$ cat src/design/dq_pkg.sv
`default_nettype none

package dq_pkg;

   // Action codes carried in the action field of a request.
   typedef enum logic [2:0] {
      ACT_PUSH_FRONT = 3'd0,
      ACT_PUSH_BACK  = 3'd1,
      ACT_POP_FRONT  = 3'd2,
      ACT_POP_BACK   = 3'd3,
      ACT_PEEK_FRONT = 3'd4,
      ACT_PEEK_BACK  = 3'd5,
      ACT_FIND       = 3'd6,
      ACT_REMOVE     = 3'd7
   } action_type;

   // Status codes carried in a response.
   typedef enum logic [1:0] {
      ST_OK       = 2'd0,
      ST_EMPTY    = 2'd1,
      ST_FULL     = 2'd2,
      ST_NOTFOUND = 2'd3
   } status_type;

   // Source of the data word in a response.
   typedef enum logic [1:0] {
      DSEL_ZERO = 2'd0,
      DSEL_READ = 2'd1,
      DSEL_KEY  = 2'd2
   } dsel_type;

   localparam int VALUE_BITS = 32;
   localparam int COUNT_BITS = 5;

   typedef struct packed {
      action_type            action;
      logic [VALUE_BITS-1:0] value;
   } req_type;

   typedef struct packed {
      logic [VALUE_BITS-1:0] data_out;
      logic                  ok;
      status_type            status;
      logic [COUNT_BITS-1:0] item_count;
   } rsp_type;

   // Commands from the controller to the datapath.
   typedef struct packed {
      logic       latch;
      logic       push_front;
      logic       push_back;
      logic       rd_front;
      logic       rd_back;
      logic       front_inc;
      logic       count_dec;
      logic       scan_init;
      logic       shift_init;
      logic       walk;
      logic       walk_write;
      logic       finish;
      status_type status;
      dsel_type   dsel;
   } dq_cmd_type;

   // Status from the datapath to the controller.
   typedef struct packed {
      action_type action;
      logic       empty;
      logic       full;
      logic       hit;
      logic       drained;
   } dq_stat_type;

endpackage

`default_nettype wire

$ cat src/design/dq_datapath.sv
`default_nettype none

module dq_datapath #(
   parameter int DEPTH     = 16,
   parameter int WORD_BITS = 32
) (
   input  logic                clock,
   input  logic                reset,
   input  dq_pkg::req_type     req_payload,
   input  dq_pkg::dq_cmd_type  cmd,
   output dq_pkg::dq_stat_type stat,
   output logic                rsp_strobe,
   output dq_pkg::rsp_type     rsp_payload
);
   import dq_pkg::*;

   localparam int AW = $clog2(DEPTH);
   localparam int CW = $clog2(DEPTH + 1);

   logic [WORD_BITS-1:0] store_mem [DEPTH];

   action_type           action_ff, action_in;
   logic [WORD_BITS-1:0] key_ff, key_in;
   logic [AW-1:0]        front_ff, front_in;
   logic [CW-1:0]        count_ff, count_in;
   logic [CW-1:0]        rd_off_ff, rd_off_in;
   logic [CW-1:0]        cmp_off_ff, cmp_off_in;
   logic                 cmp_vld_ff, cmp_vld_in;
   logic [WORD_BITS-1:0] rd_data_ff;
   logic                 rsp_strobe_ff, rsp_strobe_in;
   rsp_type              rsp_ff, rsp_in;

   logic                 mem_we, mem_re;
   logic [AW-1:0]        mem_wa, mem_ra, front_dec;
   logic [WORD_BITS-1:0] mem_wd, word_in;
   logic [VALUE_BITS-1:0] read_word, key_word;
   logic [COUNT_BITS-1:0] count_out;
   logic                 rd_more;

   // Ring position of a word at the given offset from the front.
   function automatic logic [AW-1:0] ring_pos(input logic [AW-1:0] front,
                                              input logic [CW-1:0] off);
      logic [CW:0] sum;
      sum = {{(CW + 1 - AW){1'b0}}, front} + {1'b0, off};
      if (sum >= (CW + 1)'(DEPTH)) begin
         sum = sum - (CW + 1)'(DEPTH);
      end
      return sum[AW-1:0];
   endfunction

   generate
      if (WORD_BITS <= VALUE_BITS) begin : g_narrow
         assign word_in   = req_payload.value[WORD_BITS-1:0];
         assign read_word = VALUE_BITS'(rd_data_ff);
         assign key_word  = VALUE_BITS'(key_ff);
      end else begin : g_wide
         assign word_in   = {{(WORD_BITS - VALUE_BITS){1'b0}}, req_payload.value};
         assign read_word = rd_data_ff[VALUE_BITS-1:0];
         assign key_word  = key_ff[VALUE_BITS-1:0];
      end
      if (CW >= COUNT_BITS) begin : g_cnt_trunc
         assign count_out = count_in[COUNT_BITS-1:0];
      end else begin : g_cnt_ext
         assign count_out = {{(COUNT_BITS - CW){1'b0}}, count_in};
      end
   endgenerate

   assign front_dec = (front_ff == '0) ? AW'(DEPTH - 1) : front_ff - 1'b1;
   assign rd_more   = rd_off_ff < count_ff;

   assign stat.action  = action_ff;
   assign stat.empty   = (count_ff == '0);
   assign stat.full    = (count_ff == CW'(DEPTH));
   assign stat.hit     = cmp_vld_ff && (rd_data_ff == key_ff);
   assign stat.drained = !rd_more && !cmp_vld_ff;

   always_comb begin
      action_in     = action_ff;
      key_in        = key_ff;
      front_in      = front_ff;
      count_in      = count_ff;
      rd_off_in     = rd_off_ff;
      cmp_off_in    = cmp_off_ff;
      cmp_vld_in    = cmp_vld_ff;
      mem_we        = 1'b0;
      mem_wa        = front_dec;
      mem_wd        = key_ff;
      mem_re        = 1'b0;
      mem_ra        = front_ff;
      rsp_strobe_in = 1'b0;
      rsp_in        = rsp_ff;

      if (cmd.latch) begin
         action_in = req_payload.action;
         key_in    = word_in;
      end
      if (cmd.push_front) begin
         mem_we   = 1'b1;
         mem_wa   = front_dec;
         front_in = front_dec;
         count_in = count_ff + 1'b1;
      end
      if (cmd.push_back) begin
         mem_we   = 1'b1;
         mem_wa   = ring_pos(front_ff, count_ff);
         count_in = count_ff + 1'b1;
      end
      if (cmd.rd_front) begin
         mem_re = 1'b1;
         mem_ra = front_ff;
      end
      if (cmd.rd_back) begin
         mem_re = 1'b1;
         mem_ra = ring_pos(front_ff, count_ff - 1'b1);
      end
      if (cmd.front_inc) begin
         front_in = ring_pos(front_ff, CW'(1));
      end
      if (cmd.count_dec) begin
         count_in = count_ff - 1'b1;
      end
      if (cmd.scan_init) begin
         rd_off_in  = '0;
         cmp_vld_in = 1'b0;
      end
      if (cmd.shift_init) begin
         rd_off_in  = cmp_off_ff + 1'b1;
         cmp_vld_in = 1'b0;
      end
      if (cmd.walk) begin
         // During a shift, the word read one cycle ago moves one place forward.
         if (cmd.walk_write && cmp_vld_ff) begin
            mem_we = 1'b1;
            mem_wa = ring_pos(front_ff, cmp_off_ff - 1'b1);
            mem_wd = rd_data_ff;
         end
         if (rd_more) begin
            mem_re     = 1'b1;
            mem_ra     = ring_pos(front_ff, rd_off_ff);
            cmp_off_in = rd_off_ff;
            rd_off_in  = rd_off_ff + 1'b1;
            cmp_vld_in = 1'b1;
         end else begin
            cmp_vld_in = 1'b0;
         end
      end
      if (cmd.finish) begin
         rsp_strobe_in     = 1'b1;
         rsp_in.status     = cmd.status;
         rsp_in.ok         = (cmd.status == ST_OK);
         rsp_in.item_count = count_out;
         unique case (cmd.dsel)
            DSEL_READ: rsp_in.data_out = read_word;
            DSEL_KEY:  rsp_in.data_out = key_word;
            default:   rsp_in.data_out = '0;
         endcase
      end
   end

   always_ff @(posedge clock) begin
      if (mem_we) begin
         store_mem[mem_wa] <= mem_wd;
      end
      if (mem_re) begin
         rd_data_ff <= store_mem[mem_ra];
      end
   end

   always_ff @(posedge clock) begin
      if (reset) begin
         front_ff      <= '0;
         count_ff      <= '0;
         rd_off_ff     <= '0;
         cmp_vld_ff    <= 1'b0;
         rsp_strobe_ff <= 1'b0;
      end else begin
         front_ff      <= front_in;
         count_ff      <= count_in;
         rd_off_ff     <= rd_off_in;
         cmp_vld_ff    <= cmp_vld_in;
         rsp_strobe_ff <= rsp_strobe_in;
      end
   end

   always_ff @(posedge clock) begin
      action_ff  <= action_in;
      key_ff     <= key_in;
      cmp_off_ff <= cmp_off_in;
      rsp_ff     <= rsp_in;
   end

   assign rsp_strobe  = rsp_strobe_ff;
   assign rsp_payload = rsp_ff;

   a_count_bound: assert property (@(posedge clock) disable iff (reset)
      count_ff <= CW'(DEPTH))
      else $error("occupancy exceeds the ring depth");

   a_push_room: assert property (@(posedge clock) disable iff (reset)
      (cmd.push_front || cmd.push_back) |-> !stat.full)
      else $error("push written into a full ring");

   a_pop_nonempty: assert property (@(posedge clock) disable iff (reset)
      (cmd.count_dec || cmd.rd_front || cmd.rd_back) |-> !stat.empty)
      else $error("word taken from an empty ring");

endmodule

`default_nettype wire

$ cat src/design/dq_ctrl.sv
`default_nettype none

module dq_ctrl (
   input  logic                clock,
   input  logic                reset,
   input  logic                start,
   input  dq_pkg::dq_stat_type stat,
   output dq_pkg::dq_cmd_type  cmd,
   output logic                busy
);
   import dq_pkg::*;

   typedef enum logic [4:0] {
      S_IDLE  = 5'b00001,
      S_EXEC  = 5'b00010,
      S_FETCH = 5'b00100,
      S_SCAN  = 5'b01000,
      S_SHIFT = 5'b10000
   } state_type;

   state_type state_ff, state_in;

   assign busy = (state_ff != S_IDLE);

   always_comb begin
      state_in = state_ff;
      cmd      = '0;
      cmd.status = ST_OK;
      cmd.dsel   = DSEL_ZERO;

      unique case (state_ff)
         S_IDLE: begin
            if (start) begin
               cmd.latch = 1'b1;
               state_in  = S_EXEC;
            end
         end
         S_EXEC: begin
            unique case (stat.action)
               ACT_PUSH_FRONT, ACT_PUSH_BACK: begin
                  cmd.finish = 1'b1;
                  state_in   = S_IDLE;
                  if (stat.full) begin
                     cmd.status = ST_FULL;
                  end else if (stat.action == ACT_PUSH_FRONT) begin
                     cmd.push_front = 1'b1;
                  end else begin
                     cmd.push_back = 1'b1;
                  end
               end
               ACT_POP_FRONT, ACT_POP_BACK, ACT_PEEK_FRONT, ACT_PEEK_BACK: begin
                  if (stat.empty) begin
                     cmd.finish = 1'b1;
                     cmd.status = ST_EMPTY;
                     state_in   = S_IDLE;
                  end else begin
                     cmd.rd_front = (stat.action == ACT_POP_FRONT) ||
                                    (stat.action == ACT_PEEK_FRONT);
                     cmd.rd_back  = (stat.action == ACT_POP_BACK) ||
                                    (stat.action == ACT_PEEK_BACK);
                     state_in     = S_FETCH;
                  end
               end
               ACT_FIND, ACT_REMOVE: begin
                  cmd.scan_init = 1'b1;
                  state_in      = S_SCAN;
               end
            endcase
         end
         S_FETCH: begin
            cmd.finish    = 1'b1;
            cmd.dsel      = DSEL_READ;
            cmd.front_inc = (stat.action == ACT_POP_FRONT);
            cmd.count_dec = (stat.action == ACT_POP_FRONT) ||
                            (stat.action == ACT_POP_BACK);
            state_in      = S_IDLE;
         end
         S_SCAN: begin
            priority if (stat.hit) begin
               if (stat.action == ACT_REMOVE) begin
                  cmd.shift_init = 1'b1;
                  state_in       = S_SHIFT;
               end else begin
                  cmd.finish = 1'b1;
                  cmd.dsel   = DSEL_KEY;
                  state_in   = S_IDLE;
               end
            end else if (stat.drained) begin
               cmd.finish = 1'b1;
               cmd.status = ST_NOTFOUND;
               state_in   = S_IDLE;
            end else begin
               cmd.walk = 1'b1;
            end
         end
         S_SHIFT: begin
            if (stat.drained) begin
               cmd.count_dec = 1'b1;
               cmd.finish    = 1'b1;
               cmd.dsel      = DSEL_KEY;
               state_in      = S_IDLE;
            end else begin
               cmd.walk       = 1'b1;
               cmd.walk_write = 1'b1;
            end
         end
         default: begin
            state_in = S_IDLE;
         end
      endcase
   end

   always_ff @(posedge clock) begin
      if (reset) begin
         state_ff <= S_IDLE;
      end else begin
         state_ff <= state_in;
      end
   end

   a_finish_idle: assert property (@(posedge clock) disable iff (reset)
      cmd.finish |=> (state_ff == S_IDLE))
      else $error("controller did not return to idle after a response");

endmodule

`default_nettype wire

$ cat src/design/deque_with_match_remove.sv
`default_nettype none

// Bounded double-ended queue of data words held in a ring memory of DEPTH entries.
// A request is transferred at a rising clock edge where start is high and busy is
// low; req_payload carries the action and the value (a word to push or a key).
// Every request produces exactly one response on rsp_payload, shown for a single
// cycle with rsp_strobe high. The receiver cannot hold responses off, and none is
// needed: one request is in flight at a time, so responses never pile up.
// Steps per action, with N stored words and a match at offset p from the front:
//   push, a push into a full queue, pop or peek of an empty queue: answered in
//   the execute state.
//   pop and peek: then a fetch state, for the registered read of the ring memory.
//   find: reads from the front to a match or through all N words (none if empty);
//   one memory read per word, pipelined against the compare.
//   remove match: as find without a match; on a match the N - 1 - p words behind
//   it then move one place forward, one per cycle.
// busy falls in the cycle the response is shown, so the next request may be
// transferred at the edge that ends it; a new request is not taken before the last is answered.
// Reset empties the queue (front position and count go to zero) and returns the
// controller to idle. The ring memory is not cleared; only occupied entries are read.

module deque_with_match_remove #(
   parameter int DEPTH     = 16,
   parameter int WORD_BITS = 32
) (
   input  logic            clock,
   input  logic            reset,
   input  logic            start,
   output logic            busy,
   input  dq_pkg::req_type req_payload,
   output logic            rsp_strobe,
   output dq_pkg::rsp_type rsp_payload
);
   import dq_pkg::*;

   dq_cmd_type  cmd;
   dq_stat_type stat;

   // The controller sequences each action; the datapath owns the ring, pointers
   // and response register.
   dq_ctrl u_ctrl (
      .clock (clock),
      .reset (reset),
      .start (start),
      .stat  (stat),
      .cmd   (cmd),
      .busy  (busy)
   );

   dq_datapath #(
      .DEPTH     (DEPTH),
      .WORD_BITS (WORD_BITS)
   ) u_datapath (
      .clock       (clock),
      .reset       (reset),
      .req_payload (req_payload),
      .cmd         (cmd),
      .stat        (stat),
      .rsp_strobe  (rsp_strobe),
      .rsp_payload (rsp_payload)
   );

   // Each request passes through the execute state, so responses never touch.
   a_rsp_spacing: assert property (@(posedge clock) disable iff (reset)
      rsp_strobe |=> !rsp_strobe)
      else $error("two responses in consecutive cycles");

endmodule

`default_nettype wire

$ cat config.mk
export PLATFORM = sky130hd
export DESIGN_NAME = deque_with_match_remove
export DESIGN_NICKNAME = d
export VERILOG_FILES = /design/src/design/dq_pkg.sv /design/src/design/dq_datapath.sv /design/src/design/dq_ctrl.sv /design/src/design/deque_with_match_remove.sv
export SDC_FILE = /design/constraint.sdc
export NUM_CORES = 1
export LEC_CHECK = 0
export BUFFER_PORTS_ARGS = -buffer_cell sky130_fd_sc_hd__buf_2
export CORE_MARGIN = 1
export CORE_UTILIZATION = 40
export CTS_CLUSTER_DIAMETER = 40
export CTS_CLUSTER_SIZE = 28
export DETAILED_ROUTE_END_ITERATION = 7
export PLACE_DENSITY = 0.52
export SLEW_MARGIN = 15
export SYNTH_ARGS = -nofsm -noshare
export SYNTH_HDL_FRONTEND = slang
export SYNTH_HIERARCHICAL = 1
export SYNTH_SLANG_ARGS = --single-unit
export TNS_END_PERCENT = 20
$ cat constraint.sdc
create_clock -name clock -period 15.69 [get_ports clock]
set_clock_uncertainty 0.1 [all_clocks]
set_input_delay 3.138 -clock clock [delete_from_list [all_inputs] [get_ports clock]]
set_output_delay 3.138 -clock clock [all_outputs]
set_load 0.02 [all_outputs]
==> metrics.txt, run 1 <==
status=completed; routed vias/inst=roughly 6.3; Fmax achieved=161 MHz; Critical path origin=u_datapath/key_ff[9]; Synth top cells by count=624 x edfxtp_1, 271 x nand3_1, 260 x o31ai_1; WP data arrival=roughly 6.4 ns; IO buf count=79; CTS Buf Count=around 100; Yosys top cell area share=between 60% and 70%; Die Y-Extent=~270 um; Max Cap Viol=0; WL/cell=about 28 um; Comb pwr share=~1.8%; fin nets=2,310; final number of hold-violating endpoints=0; register-to-register path setup slack=9.46 ns; Clock transition at path regs=approximately 0.060 ns; Ports=80; worst-skew pair later-pin latency=0.66 ns; Reg power frac=45.1%; ys flop type=edfxtp_1; Gates resized, CTS repair=0; DR vias=about 21,000; die area=around 75,000 um^2; critical path required time=approximately 16 ns; VDD IR-drop max=0.0978 mV; postcts setup bufs=0; dpl hpwl=~45 mm; switching share of power=roughly 22%; WL met3=just under 7 mm; initial antenna violation count=3; FFs w/ async S/R, synth=0%; P_sw=approximately 940 uW; most frequent cell after synthesis=edfxtp_1; Critical Path Fanout Max=approximately 130; post-synthesis instance total=between 2,000 and 2,500; mean area per synthesized cell=between 10 and 15 um^2; CP Capture Point=u_datapath/rd_data_ff[22]; met1 WL=40.4 mm; DIE WIDTH=about 270 um; ANT nets after route=0; remaining global-route overflow=0; r2r startpoint=u_datapath/key_ff[9]; # DRC=0; Final period util=between 30% and 40%; kind of critical path=register to register; clock root buffer=clkbuf_16; global-route wire length before repair=between 100 and 150 mm; maximum clock path buffer count=3; minimum clock period=6.23 ns; Leakage=0.0114 uW; HP Class=register to register; EDFF count, synth=~620; actual slew at the worst max-slew pin=between 1 and 1.5 ns; synthesized net count=roughly 2,300; setup TNS=0 ns; register area share after synthesis=65.1%; Yosys top cell by area=edfxtp_1; Top Layer Used=met4; Min Hold Slack=approximately 0.44 ns; metal2 WL=~43 mm; Global Route Usage Sum=roughly a quarter; number of global-route vias before repair=20,200; P_int=3320 uW; Area Overhead vs Synth=15.8%; Slew Limit Fails=0; Slew HR=approximately 16%; Cell variety after synth=between 60 and 70; Filler cells=approximately 6,400; Initial Utilization=approximately two fifths; Iteration-0 DRC Markers=about 2,300; PwrDens=~120 nW/um^2; ANT cells=0; Core ar.=around 73,000 um^2; Reg-to-Reg End=u_datapath/rd_data_ff[22]; RSZ-0062 raised after global routing=false; # rows=99; Worst setup EP type=register; YS warnings=6; CTS H-tree depth=3; TritonRoute pass-1 iters=5; routability cong.=around 0.8; Post-Syn Area=slightly below 30,000 um^2; # clock sinks=645; final WL=92.2 mm; CP startpoint kind=register; Reg2Reg Depth=16; TritonCTS clock tree=built; hold buffers post-CTS=0; largest net degree at the start of global routing=between 150 and 200; fraction of layout cells with a size suffix above 1=16.0%; clock network fraction of total power=about 53%; setup violators final=0; Yosys reg bits=roughly 650; top post-synthesis cells by area=edfxtp_1 64%, o31ai_1 6.6%, o211ai_1 6.6%, nand3_1 4.6%, nand4_1 3.5%
==> power groups by stage <==
stage | clock [uW] | combinational (uW) | sequential, uW
CTS | 2290 | 78.2 | 1920
floorplan | 0 | 45.2 | 1950
global placement | 0 | 75.5 | 1950
global route | 2360 | 84.5 | 1920
detailed placement | 0 | 77.7 | 1950
finish | 2260 | 77.5 | 1920
==> cell usage in the layout (no fill, tap or decap), types with 24 or more instances in the layout <==
master	instances
buf_2	79
xnor2_1	44
nand2_1	32
buf_4	43
o211ai_1	257
nor2_1	52
nand4_1	167
ha_1	30
o31ai_1	260
mux2_2	35
nand3_1	270
a22oi_1	32
inv_1	24
edfxtp_1	624
clkbuf_16	104
==> kinds of logic after synthesis <==
family,after synthesis,share of synthesized area (%)
compound gates,612,15.4
xor+xnor,57,1.79
fa+ha+maj,34,1.55
buf+inv,270,3.88
flops,645,65.1
mux,44,1.71
simple gates,590,10.6
==> how the worst min path moves through the flow <==
| stage | start | endpoint | slack (ns) | cells after the start |
|---|---|---|---|---|
| 6_report | u_datapath/rd_off_ff[4] | u_datapath/cmp_off_ff[4] | 0.44 | 0 |
| 5_1_grt | u_datapath/rd_off_ff[4] | u_datapath/cmp_off_ff[4] | 0.45 | 0 |
| 4_1_cts | u_datapath/rd_off_ff[4] | u_datapath/cmp_off_ff[4] | 0.44 | 0 |
| 3_5_place_dp | u_datapath/rd_off_ff[4] | u_datapath/cmp_off_ff[4] | 0.43 | 0 |
| 3_3_place_gp | u_datapath/rd_off_ff[4] | u_datapath/cmp_off_ff[4] | 0.44 | 0 |
| 2_1_floorplan | u_datapath/rd_off_ff[4] | u_datapath/cmp_off_ff[4] | 0.36 | 0 |
==> final cells by class <==
type | count | area [um^2] | area share [%]
clock buffer | 116 | 2660 | 7.80
clock inverter | 73 | 792 | 2.32
inverter | 25 | 101 | 0.297
multi-input combinational | 1337 | 9360 | 27.5
sequential | 645 | 19200 | 56.2
tap | 959 | 1200 | 3.52
timing repair buffer | 126 | 806 | 2.36
==> metal layers <==
metal | vias up | global-route usage [%]
met5 | - | 0
met4 | 0 | 7.31
met2 | 894 | 37.6
met3 | 129 | 3.60
met1 | 10600 | 35.1
li1 | 9171 | -
==> state kept, by name, summed over array words and instances (netlist names) <==
| signal | cells |
|---|---|
| u_datapath/cmp_vld_ff | 1 |
| u_datapath/cmp_off_ff | 5 |
| u_datapath/key_ff | 32 |
| u_ctrl/state_ff | 5 |
| u_datapath/front_ff | 4 |
| u_datapath/rsp_payload | 40 |
| u_datapath/rd_data_ff | 32 |
| u_datapath/rd_off_ff | 5 |
| u_datapath/count_ff | 5 |
| u_datapath/store_mem | 512 |
| u_datapath/rsp_strobe | 1 |
| u_datapath/action_ff | 3 |
==> critical path: stages (launching register included) <==
cell      delay, ns
edfxtp_1       0.43
xnor2_1        0.37
nand4_1        0.22
nor4_1         0.30
nand4_1        0.12
nor4_1         0.76
nor3_1         0.16
o21a_1         0.30
nand2b_1       0.13
a21o_1         0.51
inv_8          0.39
buf_4          0.54
buf_4          0.52
o211ai_1       0.30
nand3_1        0.11
nand4_1        0.14
nand4_1        0.27
==> through the flow <==
stage	util, %	instance area, um^2	total power, uW	setup slack, ns	instances
after CTS	46.8	34100	4290	9.46	3281
after global placement	42.0	30600	2030	9.59	3091
final	46.8	34100	4250	9.46	3281
after floorplan	-	29400	1990	9.39	2252
after global routing	46.8	34100	4360	9.10	3281
after detailed placement	42.0	30600	2030	9.48	3092
Note: power is estimated with default switching activity, not from simulation.
==> inputs of run 2 (changes only) <==
--- a/config.mk
+++ b/config.mk
@@ -11,7 +11,7 @@
 export CTS_CLUSTER_DIAMETER = 40
 export CTS_CLUSTER_SIZE = 28
 export DETAILED_ROUTE_END_ITERATION = 7
-export PLACE_DENSITY = 0.52
+export PLACE_DENSITY = 0.54
 export SLEW_MARGIN = 15
 export SYNTH_ARGS = -nofsm -noshare
 export SYNTH_HDL_FRONTEND = slang
==> constraint.sdc (replaced) <==
create_clock -name clock -period 5.4 [get_ports clock]
set_clock_uncertainty 0.1 [all_clocks]
set_input_delay 1.08 -clock clock [delete_from_list [all_inputs] [get_ports clock]]
set_output_delay 1.08 -clock clock [all_outputs]
set_load 0.02 [all_outputs]
==> run 2 against run 1 <==
Effect of this change:
- combinational power grew to 2.9 times the previous value
- maximum frequency grew 25%
- clock power grew to 2.9 times the previous value
- non-clock buffer count rose by 27
- die area is the same
- count of clock-buffer cells in the layout decreased by 8
- cell count is 0.64% higher
- routed wire length fell by 1.0%
- first-iteration DRC count shrank 7.7%
- highest routed layer unchanged
==> metrics.txt, run 2 (synthesized netlist as in run 1, its figures left out) <==
Filler cells=6,372 (-1.0%); Clock transition at path regs=0.06 ns (about the same); kind of critical path=register to register; Iteration-0 DRC Markers=2,116 (-7.7%); CP startpoint kind=register; register-to-register path setup slack=0.42 ns (-9.05 ns); WL/cell=27.6 um (-1.7%); worst-skew pair later-pin latency=0.65 ns (about the same); Final Util=47.6% (+0.83 points); CTS H-tree depth=3 (unchanged); post-route cell area=34,700 um^2 (+1.8%); Max Cap Viol=0 (unchanged); Final period util=92.2% (+53 points); DR vias=21,100 (+1.4%); clock root buffer=clkbuf_16; Initial Utilization=40.4% (unchanged); fraction of layout cells with a size suffix above 1=16.9% (+0.84 points); Critical Path Fanout Max=32 (-75%); Gates resized, CTS repair=0 (unchanged); switching share of power=21.7% (-0.32 points); IO buf count=79 (unchanged); # DRC=0 (unchanged); Comb pwr share=1.8% (about the same); most common cell after layout, fill and taps aside=edfxtp_1; initial antenna violation count=2 (-1); CP Capture Point=u_datapath/rd_data_ff[4]; TritonRoute pass-1 iters=8 (+3); actual slew at the worst max-slew pin=1.17 ns (-0.0974 ns); max reg flops=512 (unchanged); # clock sinks=645 (unchanged); area of the multi-input gates=9370 um^2 (+0.11%); final number of hold-violating endpoints=0 (unchanged); CTS Buf Count=98 (-4.9%); most frequent cells in the layout=624 x edfxtp_1, 270 x nand3_1, 260 x o31ai_1; HP Class=register to register; clock network fraction of total power=53.0% (about the same); DIE WIDTH=273 um (unchanged); setup violators final=0 (unchanged); Placed Instance Area=31,200 um^2 (+2.0%); Slew HR=22.0% (+6.2 points); RSZ-0062 raised after global routing=false; postcts setup bufs=0 (unchanged); Critical path origin=u_datapath/key_ff[28]; Core ar.=72,800 um^2 (unchanged); ANT nets after route=0 (unchanged); Ports=80 (unchanged); Reg-to-Reg End=u_datapath/rd_data_ff[4]; critical path required time=5.76 ns (-10.14 ns); Global Route Usage Sum=24.3% (+0.034 points); Area Overhead vs Synth=17.8%; Reg power frac=45.2% (about the same); routability cong.=0.827 (+3.1%); hold buffers post-CTS=0 (unchanged); Reg2Reg Depth=16 (unchanged); Hold Crit Depth=0 (unchanged); number of global-route vias before repair=20,600 (+2.2%); setup TNS=0 ns (unchanged); fin nets=2,332 (+0.95%); die area=74,700 um^2 (unchanged); dpl hpwl=46.8 mm (+2.9%); Leakage=0.0116 uW (+2.2%); Fmax achieved=201 MHz (+25%); status=completed; Die Y-Extent=273 um (unchanged); Worst setup EP type=register; # rows=99 (unchanged); r2r startpoint=u_datapath/key_ff[28]; remaining global-route overflow=0 (unchanged); TritonCTS clock tree=built; Sequential Area=19,200 um^2 (unchanged); routed vias/inst=6.39 (+0.77%); minimum clock period=4.98 ns (-1.24 ns); Largest Register=u_datapath/store_mem; maximum clock path buffer count=3 (unchanged); global-route wire length before repair=137 mm (+0.65%); Slew Limit Fails=0 (unchanged); PwrDens=356 nW/um^2 (+180%); ANT cells=0 (unchanged); final WL=91.3 mm (-1.0%); WP data arrival=5.34 ns (-1.10 ns); P_int=9660 uW (+190%); largest net degree at the start of global routing=126 (-30%); P_sw=2680 uW (+190%); VDD IR-drop max=0.248 mV (+150%)
run 2: changes by cell type in the layout (fill, tap and decap cells not counted), moves of 3 or more:
cell	before	now
buf_12	3	36
buf_4	43	38
clkbuf_1	11	5
clkinv_1	5	9
clkinv_4	11	14
inv_6	23	10
inv_8	5	10
run 2: cell type report:
type                       instances  area share (%)
tap                              959            3.46
sequential                       645            55.2
timing repair buffer             153            4.04
clock inverter                    75            2.50
inverter                          25           0.292
multi-input combinational       1337            27.0
clock buffer                     108            7.45
run 2: worst max-delay path, cell delays in order, from the launching register on:
cell and delay [ns]:
edfxtp_1 0.45, xnor2_1 0.39, nand4_1 0.15, nor4_1 0.33, nand4_1 0.13, nor4_1 0.52, buf_4 0.23, nor3_1 0.07
o21a_1 0.27, nand2b_1 0.13, a21o_1 0.21, buf_4 0.25, mux2i_4 0.38, xnor2_4 0.15, buf_4 0.50, nand4_1 0.21
nand4_1 0.27
run 2: worst min path at each step:
stage                                  startpoint                  endpoint  slack [ns]
after floorplan           u_datapath/rd_off_ff[4]  u_datapath/cmp_off_ff[4]        0.36
after detailed placement  u_datapath/rd_off_ff[4]  u_datapath/cmp_off_ff[4]        0.43
after global routing      u_datapath/rd_off_ff[4]  u_datapath/cmp_off_ff[4]        0.45
after CTS                 u_datapath/rd_off_ff[4]  u_datapath/cmp_off_ff[4]        0.44
after global placement    u_datapath/rd_off_ff[4]  u_datapath/cmp_off_ff[4]        0.43
final                     u_datapath/rd_off_ff[4]  u_datapath/cmp_off_ff[4]        0.43
run 2: routing by layer:
metal	track usage [%]	up-vias	routed length [um]
met3	3.88	146	7350
met2	38.2	985	42800
met5	0	-	0
met1	34.6	10800	39200
li1	-	9222	-
met4	7.07	0	1850
run 2: power by group through the flow:
stage | logic [uW] | clock network [uW] | registers (uW)
final | 225 | 6530 | 5580
after global routing | 246 | 6860 | 5580
after CTS | 226 | 6620 | 5570
after detailed placement | 225 | 0 | 5680
after global placement | 219 | 0 | 5680
after floorplan | 131 | 0 | 5650
run 2: per-stage QoR:
stage          cells  setup WS, ns  total power [uW]  hold slack (ns)
3_5_place_dp    3119         0.416              5900            0.426
5_1_grt         3302         0.142             12700            0.454
3_3_place_gp    3119         0.344              5900            0.428
4_1_cts         3302         0.374             12400            0.442
2_1_floorplan   2252         0.800              5790            0.357
6_report        3302         0.419             12300            0.432
